$ cat src/sv/lpd_pkg.sv
`timescale 1ns / 1ps
`default_nettype none

package lpd_pkg;

  localparam logic [15:0] CRC_INIT    = 16'hFFFF;
  localparam logic [15:0] CRC_POLY    = 16'h1021;
  localparam logic [15:0] CRC_TOP     = 16'h8000;
  localparam logic [7:0]  MIN_LEN     = 8'd4;
  localparam logic [7:0]  HEADER_LEN  = 8'd2;
  localparam logic [7:0]  TRAILER_LEN = 8'd2;

  typedef enum logic [1:0] {
    PH_LEN     = 2'd0,
    PH_TYPE    = 2'd1,
    PH_PAYLOAD = 2'd2,
    PH_TRAILER = 2'd3
  } phase_e;

  typedef enum logic [1:0] {
    KIND_PAYLOAD = 2'd0,
    KIND_GOOD    = 2'd1,
    KIND_CRC_ERR = 2'd2,
    KIND_BAD_LEN = 2'd3
  } kind_e;

  typedef struct packed {
    kind_e      kind;
    logic [7:0] payload_byte;
    logic [7:0] message_type;
    logic [7:0] payload_index;
    logic [7:0] frame_length;
  } result_t;

  // Byte-parallel CRC-16 update, MSB first, no reflection.
  function automatic logic [15:0] crc16_byte(input logic [15:0] crc, input logic [7:0] b);
    logic [15:0] c;
    c = crc ^ {b, 8'h00};
    for (int k = 0; k < 8; k++) begin
      if ((c & CRC_TOP) != 16'h0000) begin
        c = {c[14:0], 1'b0} ^ CRC_POLY;
      end else begin
        c = {c[14:0], 1'b0};
      end
    end
    return c;
  endfunction

endpackage

`default_nettype wire

$ cat src/sv/lpd_in_reg.sv
`timescale 1ns / 1ps
`default_nettype none

module lpd_in_reg (
  input  logic       clk_i,
  input  logic       rst_ni,
  input  logic       in_valid_i,
  output logic       in_ready_o,
  input  logic [7:0] rx_byte_i,
  input  logic       take_i,
  output logic       valid_o,
  output logic [7:0] byte_o
);

  logic       valid_q;
  logic [7:0] byte_q;

  assign in_ready_o = !valid_q || take_i;
  assign valid_o    = valid_q;
  assign byte_o     = byte_q;

  always_ff @(posedge clk_i or negedge rst_ni) begin
    if (!rst_ni) begin
      valid_q <= 1'b0;
    end else if (in_ready_o) begin
      valid_q <= in_valid_i;
    end
  end

  always_ff @(posedge clk_i) begin
    if (in_valid_i && in_ready_o) begin
      byte_q <= rx_byte_i;
    end
  end

endmodule

`default_nettype wire

$ cat src/sv/lpd_parser.sv
`timescale 1ns / 1ps
`default_nettype none

module lpd_parser (
  input  logic             clk_i,
  input  logic             rst_ni,
  input  logic             step_i,
  input  logic [7:0]       rx_byte_i,
  output logic             res_valid_o,
  output lpd_pkg::result_t res_o
);

  lpd_pkg::phase_e phase_q, phase_d;
  logic [7:0]      pos_q, pos_d;
  logic [7:0]      len_q, len_d;
  logic [7:0]      type_q, type_d;
  logic [7:0]      trl_q, trl_d;
  logic [15:0]     crc_q, crc_d;
  logic [15:0]     crc_upd;
  logic [7:0]      pos_inc;
  logic [7:0]      len_m2;
  logic            crc_match;

  // The length byte always starts from the initial value.
  assign crc_upd   = lpd_pkg::crc16_byte((phase_q == lpd_pkg::PH_LEN) ? lpd_pkg::CRC_INIT
                                                                      : crc_q, rx_byte_i);
  assign pos_inc   = pos_q + 8'd1;
  assign len_m2    = len_q - lpd_pkg::TRAILER_LEN;
  assign crc_match = ({rx_byte_i, trl_q} == crc_q);

  always_comb begin
    phase_d = phase_q;
    pos_d   = pos_q;
    len_d   = len_q;
    type_d  = type_q;
    trl_d   = trl_q;
    crc_d   = crc_q;
    if (step_i) begin
      unique case (phase_q)
        lpd_pkg::PH_LEN: begin
          // Drop a short length byte and keep waiting.
          if (rx_byte_i >= lpd_pkg::MIN_LEN) begin
            len_d   = rx_byte_i;
            crc_d   = crc_upd;
            pos_d   = 8'd1;
            phase_d = lpd_pkg::PH_TYPE;
          end
        end
        lpd_pkg::PH_TYPE: begin
          type_d  = rx_byte_i;
          crc_d   = crc_upd;
          pos_d   = lpd_pkg::HEADER_LEN;
          phase_d = (len_q == lpd_pkg::MIN_LEN) ? lpd_pkg::PH_TRAILER : lpd_pkg::PH_PAYLOAD;
        end
        lpd_pkg::PH_PAYLOAD: begin
          crc_d = crc_upd;
          pos_d = pos_inc;
          if (pos_inc >= len_m2) begin
            phase_d = lpd_pkg::PH_TRAILER;
          end
        end
        lpd_pkg::PH_TRAILER: begin
          if (pos_q == len_m2) begin
            trl_d = rx_byte_i;
            pos_d = pos_inc;
          end else begin
            phase_d = lpd_pkg::PH_LEN;
            pos_d   = 8'd0;
            crc_d   = lpd_pkg::CRC_INIT;
          end
        end
        default: phase_d = lpd_pkg::PH_LEN;
      endcase
    end
  end

  always_comb begin
    res_valid_o         = 1'b0;
    res_o.kind          = lpd_pkg::KIND_PAYLOAD;
    res_o.payload_byte  = 8'd0;
    res_o.message_type  = type_q;
    res_o.payload_index = 8'd0;
    res_o.frame_length  = len_q;
    if (step_i) begin
      unique case (phase_q)
        lpd_pkg::PH_LEN: begin
          if (rx_byte_i < lpd_pkg::MIN_LEN) begin
            res_valid_o        = 1'b1;
            res_o.kind         = lpd_pkg::KIND_BAD_LEN;
            res_o.message_type = 8'd0;
            res_o.frame_length = rx_byte_i;
          end
        end
        lpd_pkg::PH_TYPE: begin
          res_valid_o = 1'b0;
        end
        lpd_pkg::PH_PAYLOAD: begin
          res_valid_o         = 1'b1;
          res_o.payload_byte  = rx_byte_i;
          res_o.payload_index = pos_q - lpd_pkg::HEADER_LEN;
        end
        lpd_pkg::PH_TRAILER: begin
          if (pos_q != len_m2) begin
            res_valid_o = 1'b1;
            res_o.kind  = crc_match ? lpd_pkg::KIND_GOOD : lpd_pkg::KIND_CRC_ERR;
          end
        end
        default: res_valid_o = 1'b0;
      endcase
    end
  end

  always_ff @(posedge clk_i or negedge rst_ni) begin
    if (!rst_ni) begin
      phase_q <= lpd_pkg::PH_LEN;
      pos_q   <= 8'd0;
      len_q   <= 8'd0;
      type_q  <= 8'd0;
      trl_q   <= 8'd0;
      crc_q   <= lpd_pkg::CRC_INIT;
    end else begin
      phase_q <= phase_d;
      pos_q   <= pos_d;
      len_q   <= len_d;
      type_q  <= type_d;
      trl_q   <= trl_d;
      crc_q   <= crc_d;
    end
  end

endmodule

`default_nettype wire

$ cat src/sv/lpd_out_reg.sv
`timescale 1ns / 1ps
`default_nettype none

module lpd_out_reg (
  input  logic             clk_i,
  input  logic             rst_ni,
  input  logic             load_i,
  input  lpd_pkg::result_t res_i,
  input  logic             ready_i,
  output logic             space_o,
  output logic             valid_o,
  output lpd_pkg::result_t res_o
);

  logic             valid_q;
  lpd_pkg::result_t res_q;

  assign space_o = !valid_q || ready_i;
  assign valid_o = valid_q;
  assign res_o   = res_q;

  always_ff @(posedge clk_i or negedge rst_ni) begin
    if (!rst_ni) begin
      valid_q <= 1'b0;
    end else if (load_i) begin
      valid_q <= 1'b1;
    end else if (ready_i) begin
      valid_q <= 1'b0;
    end
  end

  always_ff @(posedge clk_i) begin
    if (load_i) begin
      res_q <= res_i;
    end
  end

endmodule

`default_nettype wire

$ cat src/sv/length_prefixed_crc16_receive_deframer_core.sv
`timescale 1ns / 1ps
`default_nettype none

// Receive deframer for length-prefixed frames with a CRC-16 (poly 0x1021, init 0xFFFF)
// trailer. One byte enters per cycle. It is captured in an input register, and the frame
// state machine and a byte-parallel CRC update process it once the output register has
// room. A result lands in an output register and can be taken at the next clock edge.
// Throughput is one byte per clock while the output is not stalled, set by the
// combinational CRC update that feeds back into the running CRC register. While an
// untaken result sits in the output register, the held byte waits and the input
// stalls; in_ready_o depends combinationally on out_ready_i. Payload bytes are passed
// out unverified as kind 0. The last trailer byte gives one verdict. A length byte
// below four gives a bad-length result and is dropped.
module length_prefixed_crc16_receive_deframer_core (
  input  logic       clk_i,
  input  logic       rst_ni,
  input  logic       in_valid_i,
  output logic       in_ready_o,
  input  logic [7:0] rx_byte_i,
  output logic       out_valid_o,
  input  logic       out_ready_i,
  output logic [1:0] kind_o,
  output logic [7:0] payload_byte_o,
  output logic [7:0] message_type_o,
  output logic [7:0] payload_index_o,
  output logic [7:0] frame_length_o
);

  logic             byte_valid;
  logic [7:0]       byte_q;
  logic             space;
  logic             step;
  logic             res_valid;
  lpd_pkg::result_t res;
  lpd_pkg::result_t out_res;

  // Advance a byte only when the output register can hold its result.
  assign step = byte_valid && space;

  lpd_in_reg u_in_reg (
    .clk_i      (clk_i),
    .rst_ni     (rst_ni),
    .in_valid_i (in_valid_i),
    .in_ready_o (in_ready_o),
    .rx_byte_i  (rx_byte_i),
    .take_i     (step),
    .valid_o    (byte_valid),
    .byte_o     (byte_q)
  );

  lpd_parser u_parser (
    .clk_i       (clk_i),
    .rst_ni      (rst_ni),
    .step_i      (step),
    .rx_byte_i   (byte_q),
    .res_valid_o (res_valid),
    .res_o       (res)
  );

  lpd_out_reg u_out_reg (
    .clk_i   (clk_i),
    .rst_ni  (rst_ni),
    .load_i  (step && res_valid),
    .res_i   (res),
    .ready_i (out_ready_i),
    .space_o (space),
    .valid_o (out_valid_o),
    .res_o   (out_res)
  );

  assign kind_o          = out_res.kind;
  assign payload_byte_o  = out_res.payload_byte;
  assign message_type_o  = out_res.message_type;
  assign payload_index_o = out_res.payload_index;
  assign frame_length_o  = out_res.frame_length;

endmodule

`default_nettype wire

$ cat config.mk
export PLATFORM = sky130hd
export DESIGN_NAME = length_prefixed_crc16_receive_deframer_core
export DESIGN_NICKNAME = d
export VERILOG_FILES = /design/src/sv/lpd_pkg.sv /design/src/sv/lpd_in_reg.sv /design/src/sv/lpd_parser.sv /design/src/sv/lpd_out_reg.sv /design/src/sv/length_prefixed_crc16_receive_deframer_core.sv
export SDC_FILE = /design/constraint.sdc
export NUM_CORES = 1
export LEC_CHECK = 0
export BUFFER_PORTS_ARGS = -buffer_cell sky130_fd_sc_hd__buf_4
export CORE_AREA = 2 2 107 109
export DETAILED_ROUTE_END_ITERATION = 6
export DIE_AREA = 0 0 109 111
export PLACE_DENSITY_LB_ADDON = 0.12
export SLEW_MARGIN = 10
export SYNTH_ARGS = -nofsm -noshare
export SYNTH_HDL_FRONTEND = slang
export SYNTH_SLANG_ARGS = --single-unit
$ cat constraint.sdc
create_clock -name clk_i -period 4.2 [get_ports clk_i]
set_clock_uncertainty 0.05 [all_clocks]
set_input_delay 0 -clock clk_i [delete_from_list [all_inputs] [get_ports clk_i]]
set_output_delay 0 -clock clk_i [all_outputs]
set_load 0.01 [all_outputs]
Yosys cells after proc, flatten, opt, wreduce, memory -nomap -nowiden
Index checks and enable logic that the tools add are counted.

Input port bits: 12. Bits in registers: 94. Logic and storage cells: 92. Output and inout bits: 36.

Reductions and logical operators: 17. Multiplexer cells: 36. Bitwise logic cells: 9. Equal/unequal tests: 10. $lt $le $gt $ge: 3. Add/subtract/negate cells: 3.

Operators by type and width (count): two-way mux 13 bit (8); two-way mux 8 bit (7); two-way mux 16 bit (3); case mux 16 bit (3 select lines) (1); case mux 8 bit (4 select lines) (1); two-way mux 24 bit (1); inverter 3 bit (8); equality test 16 bit (1); subtractor 8 x 2 -> 8 bit (second input constant) (2); XOR 16 bit (1); two-way mux 2 bit (6); AND reduction 3 bit (3); adder 8 x 1 -> 8 bit (second input constant) (1); equality test 8 x 3 -> 1 bit (second input constant) (1); equality test 8 bit (1); >= comparator 8 x 3 -> 1 bit (second input constant) (1); >= comparator 8 bit (1); < comparator 8 x 3 -> 1 bit (second input constant) (1); inequality test 8 bit (1); case mux 2 bit (4 select lines) (1); two-way mux 1 bit (6); AND reduction 2 bit (3); equality test 2 bit (second input constant) (2); inequality test 2 bit (second input constant) (2); 11 further kinds (15).

Logic depth before layout (Yosys ltp)
Depth after elaboration: 21. Mapped depth: 11.

Modules after synthesis
From an unflattened synthesis, not the netlist that was laid out.

Cells, all modules: 419. Area total of the unflattened synthesis: 4883.4 um2.

Modules (own cells, without submodules): lpd_parser (cells an instance 368, times used 1, sequential area each 1271.2 um2, area each 3508.4 um2); lpd_out_reg (cells an instance 37, times used 1, sequential area each 1046.0 um2, area each 1068.5 um2); lpd_in_reg (cells an instance 12, times used 1, sequential area each 265.3 um2, area each 294.0 um2); length_prefixed_crc16_receive_deframer_core (cells an instance 2, times used 1, sequential area each 0.0 um2, area each 12.5 um2).

Worst setup path after synthesis
Ideal clock, no wire load.

Path type: register -> register. Start: register u_in_reg.byte_q[5], in the netlist u_in_reg.byte_o[5]. End: register u_out_reg.res_q, in the netlist u_out_reg.res_o[0] (enable). Setup slack: 1.007 ns. Library setup time: 0.392 ns. Arrival time: 2.751 ns. Cell stages (with the launch flop): 9. Path buffers: 3. Path through: edfxtp_1 > clkbuf_1 > or4_1 > nor3_1 > and3_1 > clkbuf_1 > buf_2 > a21oi_1 > nand2_1.

Cells in the longest elaborated chain, start to end: 5.

RTL lines: start, declared (RTL line lpd_in_reg.sv:16) `logic [7:0] byte_q;`; start signal, assigned (RTL line lpd_in_reg.sv:32) `byte_q <= rx_byte_i;`; < comparator 8 x 3 -> 1 bit (RTL line lpd_parser.sv:87) `if (rx_byte_i < lpd_pkg::MIN_LEN) begin`; two-way mux 1 bit (RTL line lpd_parser.sv:87); case mux 1 bit (4 select lines) (RTL line lpd_parser.sv:85) `unique case (phase_q)`; two-way mux 1 bit (RTL line lpd_parser.sv:84) `if (step_i) begin`; logical AND 1 bit (RTL line length_prefixed_crc16_receive_deframer_core.sv:63) `.load_i (step && res_valid),`; via u_out_reg.load_i (RTL line lpd_out_reg.sv:7) `input logic load_i,`; end signal, assigned (RTL line lpd_out_reg.sv:34) `res_q <= res_i;`; end, declared (RTL line lpd_out_reg.sv:16) `lpd_pkg::result_t res_q;`.

The timed path passes the listed nets, and every way through them passes these cells. A chain may end at the register's enable or synchronous reset.

Final worst setup path
Start: register u_parser.len_q[1]. End: register u_out_reg.res_q, in the netlist u_out_reg.res_o[0] (enable).

Cells in the longest elaborated chain, start to end: 6.

RTL lines: start, declared (RTL line lpd_parser.sv:15) `logic [7:0] len_q, len_d;`; start signal, assigned (RTL line lpd_parser.sv:124) `len_q <= len_d;`; subtractor 8 x 2 -> 8 bit (RTL line lpd_parser.sv:28) `assign len_m2 = len_q - lpd_pkg::TRAILER_LEN;`; inequality test 8 bit (RTL line lpd_parser.sv:103) `if (pos_q != len_m2) begin`; two-way mux 1 bit (RTL line lpd_parser.sv:103); case mux 1 bit (4 select lines) (RTL line lpd_parser.sv:85); two-way mux 1 bit (RTL line lpd_parser.sv:84); logical AND 1 bit (RTL line length_prefixed_crc16_receive_deframer_core.sv:63); via u_out_reg.load_i (RTL line lpd_out_reg.sv:7).

The timed path passes the listed nets, and every way through them passes these cells.

==> results.cfg <==
[sta]
max_slew_margin_pct = 45.54
slew_violations = 0
worst_pin_slew_ns = 0.8169
whs_ns = 0.02667
rsz0062_at_grt = no
finalHoldViolCount = 0
tns_ns = 0
fmax_mhz = 311.6
fin_crit_ns = 3.210
setup_viol = 0
timing.final.crit_share_pct = 76.42

[cts]
cts-root-buf = clkbuf_16
cts_buffer_depth = 2
numCtsBuffers = 9
cts_tree = done
cts.sinks = 94
cts.clk_slew.worst_paths_ns = 0.07
htree_levels = 3
clk_latency_ns = 0.34
cts_resized = 0

[power_and_ir_drop]
peakVddDrop_mv = 0.3163
switchingPower_uw = 1584
pwr-share-comb_pct = 41.1
p_int_uw = 2790
clkPwrFrac_pct = 20.7
p_leak_uw = 0.002436
total_power_uw = 4374
p_per_area_nw_per_um2 = 762.4
seqPwrFrac_pct = 38.3
switching_share_pct = 36.21

[floorplanning]
core-area_sq_um = 11080
boundaryPins = 48
start_util_pct = 43.83
num_rows = 39
fp.dieW_microns = 109
die_area_sq_um = 12100
die_h_microns = 111

[global_route]
grt_overflow_total = 0
first_global_vias = 3300
antenna_found_initial = 1
met3_usage_pct = 3.821
groute.usage.overall_pct = 18.83
grt_max_degree = 53
busiest_layer = met2
grt_first_pass_wirelength_microns = 17250
gr-usage-met1_pct = 25.17
met2_usage_pct = 29.81

[min_path]
hold_class = in2reg

[place]
place_congestion = 0.7690
io_buffers = 47
dpl.hpwl_microns = 7296

[worst_setup_path]
cp-start-kind = register
cp_max_fo = 26
required_ns = 4.16
path_class = reg2reg
arrival_ns = 3.17
crit_chain = inv_1 > ha_1 > or3b_4 > nor3_1 > xnor3_1 > nand4_1 > nand3_1 > nand2_1 > buf_4
slowest_stage = dfrtp_1
critPathMaxStageDelay_ns = 0.45
endpoint_kind = register

[routing]
remaining_drc_errors = 0
totalWireLength_microns = 10630
drtIter0Drc = 139
route.vias.total = 3146
detail-route-antenna-nets = 0
route.detailed.wl_per_inst_microns = 17.78
dr.pass1.iters = 4
vias_per_cell = 5.261

[logic_synthesis]
yosysSeqAreaShare_pct = 53.20
synthArstFlopShare_pct = 55.32
syn_nets = 430
synth_ff_type = edfxtp_1
synth_warnings = 0
ys_ff_latch = 94
synth_area_sq_um = 4855
synth.distinct_cells = 49
synth-edff-count = 42
syn_inst = 402
synth_area_per_cell_sq_um = 12.08

[final_layout]
syn2layout_area_growth_pct = 18.17
drive_gt1_share_pct = 24.62
layout_common_cells = 52 x buf_4, 42 x edfxtp_1, 39 x xnor2_1
nets = 478
fin_util_pct = 51.79
diodes = 0
final_common_cell = buf_4
fillers = 993

[job]
drv_cap = 0

[outcome]
status = finished clean
==> power by group through the flow <==
stage          Clock [uW]  Sequential [uW]  Combinational, uW
2_1_floorplan           0             1630               1330
3_3_place_gp            0             1680               1780
3_5_place_dp            0             1690               1790
4_1_cts               921             1680               1810
5_1_grt               950             1720               2000
6_report              904             1670               1800
==> flip-flops by register name, summed over array words and instances (netlist names) <==
name / count
u_parser.trl_q: 8
u_parser.type_q: 8
u_parser.crc_q: 16
u_in_reg.valid_o: 1
u_parser.len_q: 8
u_parser.phase_q: 2
u_out_reg.res_o: 34
u_parser.pos_q: 8
u_in_reg.byte_o: 8
u_out_reg.valid_o: 1
==> stage by stage <==
stage	setup WS [ns]	area (sq um)	std cells
6_report	0.9903	5737	598
4_1_cts	0.9849	5737	598
3_5_place_dp	0.9982	5298	571
5_1_grt	0.7622	5737	598
2_1_floorplan	1.007	4855	402
3_3_place_gp	1.105	5298	571
==> final timing paths <==
path                       depth (start not counted)  slack, ns            endpoint               start
setup / recovery                                   9       0.99  u_out_reg.res_o[0]   u_parser.len_q[1]
hold / removal                                     3       0.03   u_out_reg.valid_o         out_ready_i
setup reg to reg                                   9       0.99  u_out_reg.res_o[0]   u_parser.len_q[1]
hold reg to reg                                    1       0.45  u_parser.type_q[4]  u_parser.type_q[4]
max in group asynchronous                          2       3.44   u_parser.trl_q[7]              rst_ni
min in group asynchronous                          2       0.19  u_parser.type_q[1]              rst_ni
==> synth_stat cells, types with 12 or more instances <==
cell type / number / share of area (%)
xnor2_1: 39 / 7.0
clkbuf_1: 19 / 1.5
nor2_1: 32 / 2.5
mux2_2: 21 / 4.9
inv_1: 12 / 0.93
a2bb2oi_1: 17 / 3.1
ha_1: 16 / 4.1
nand2_1: 21 / 1.6
dfstp_2: 16 / 8.7
nor2b_1: 14 / 1.8
dfrtp_1: 36 / 19
edfxtp_1: 42 / 26
xor2_1: 26 / 4.7
==> layer usage <==
layer / share of wire, % / vias to the layer above
met4: 1.9 / 0
met3: 3.2 / 14
met2: 50 / 66
met1: 45 / 1552
met5: 0 / -
li1: - / 1514
==> layout make-up <==
class / count / area (sq um) / area share (%)
clock buffer: 9 / 225.2 / 3.926
multi-input combinational: 270 / 2101 / 36.62
sequential: 94 / 2582 / 45.02
inverter: 12 / 45.04 / 0.7852
clock inverter: 7 / 103.9 / 1.810
timing repair buffer: 63 / 500.5 / 8.724
tap: 143 / 178.9 / 3.119
==> logic make-up (layout without fill, tap and decap cells) <==
logic type / count (synthesis) / count (layout) / synth area share (%)
AO/OA/AOI/OAI: 45 / 45 / 7.474
XOR/XNOR: 68 / 68 / 13.12
adder cells (fa/ha/maj): 16 / 16 / 4.124
buffers and inverters: 38 / 91 / 3.531
flip-flops: 94 / 94 / 53.20
multiplexers: 23 / 23 / 5.284
AND/OR/NAND/NOR: 118 / 118 / 13.27
==> critical path: cells and delay by family (launching register included) <==
kind / cells / cell delay, ns
buf+inv: 2 / 0.53
fa+ha+maj: 1 / 0.19
xor+xnor: 1 / 0.33
flops: 1 / 0.45
simple gates: 5 / 1.34
==> timing repair <==
action / CTS / global route
hold endpoints to repair: 45 / 0
setup endpoints to repair: 0 / 0
buffers inserted: 0 / 0
hold buffers: 11 / 0
Note: power is estimated with default switching activity, not from simulation.
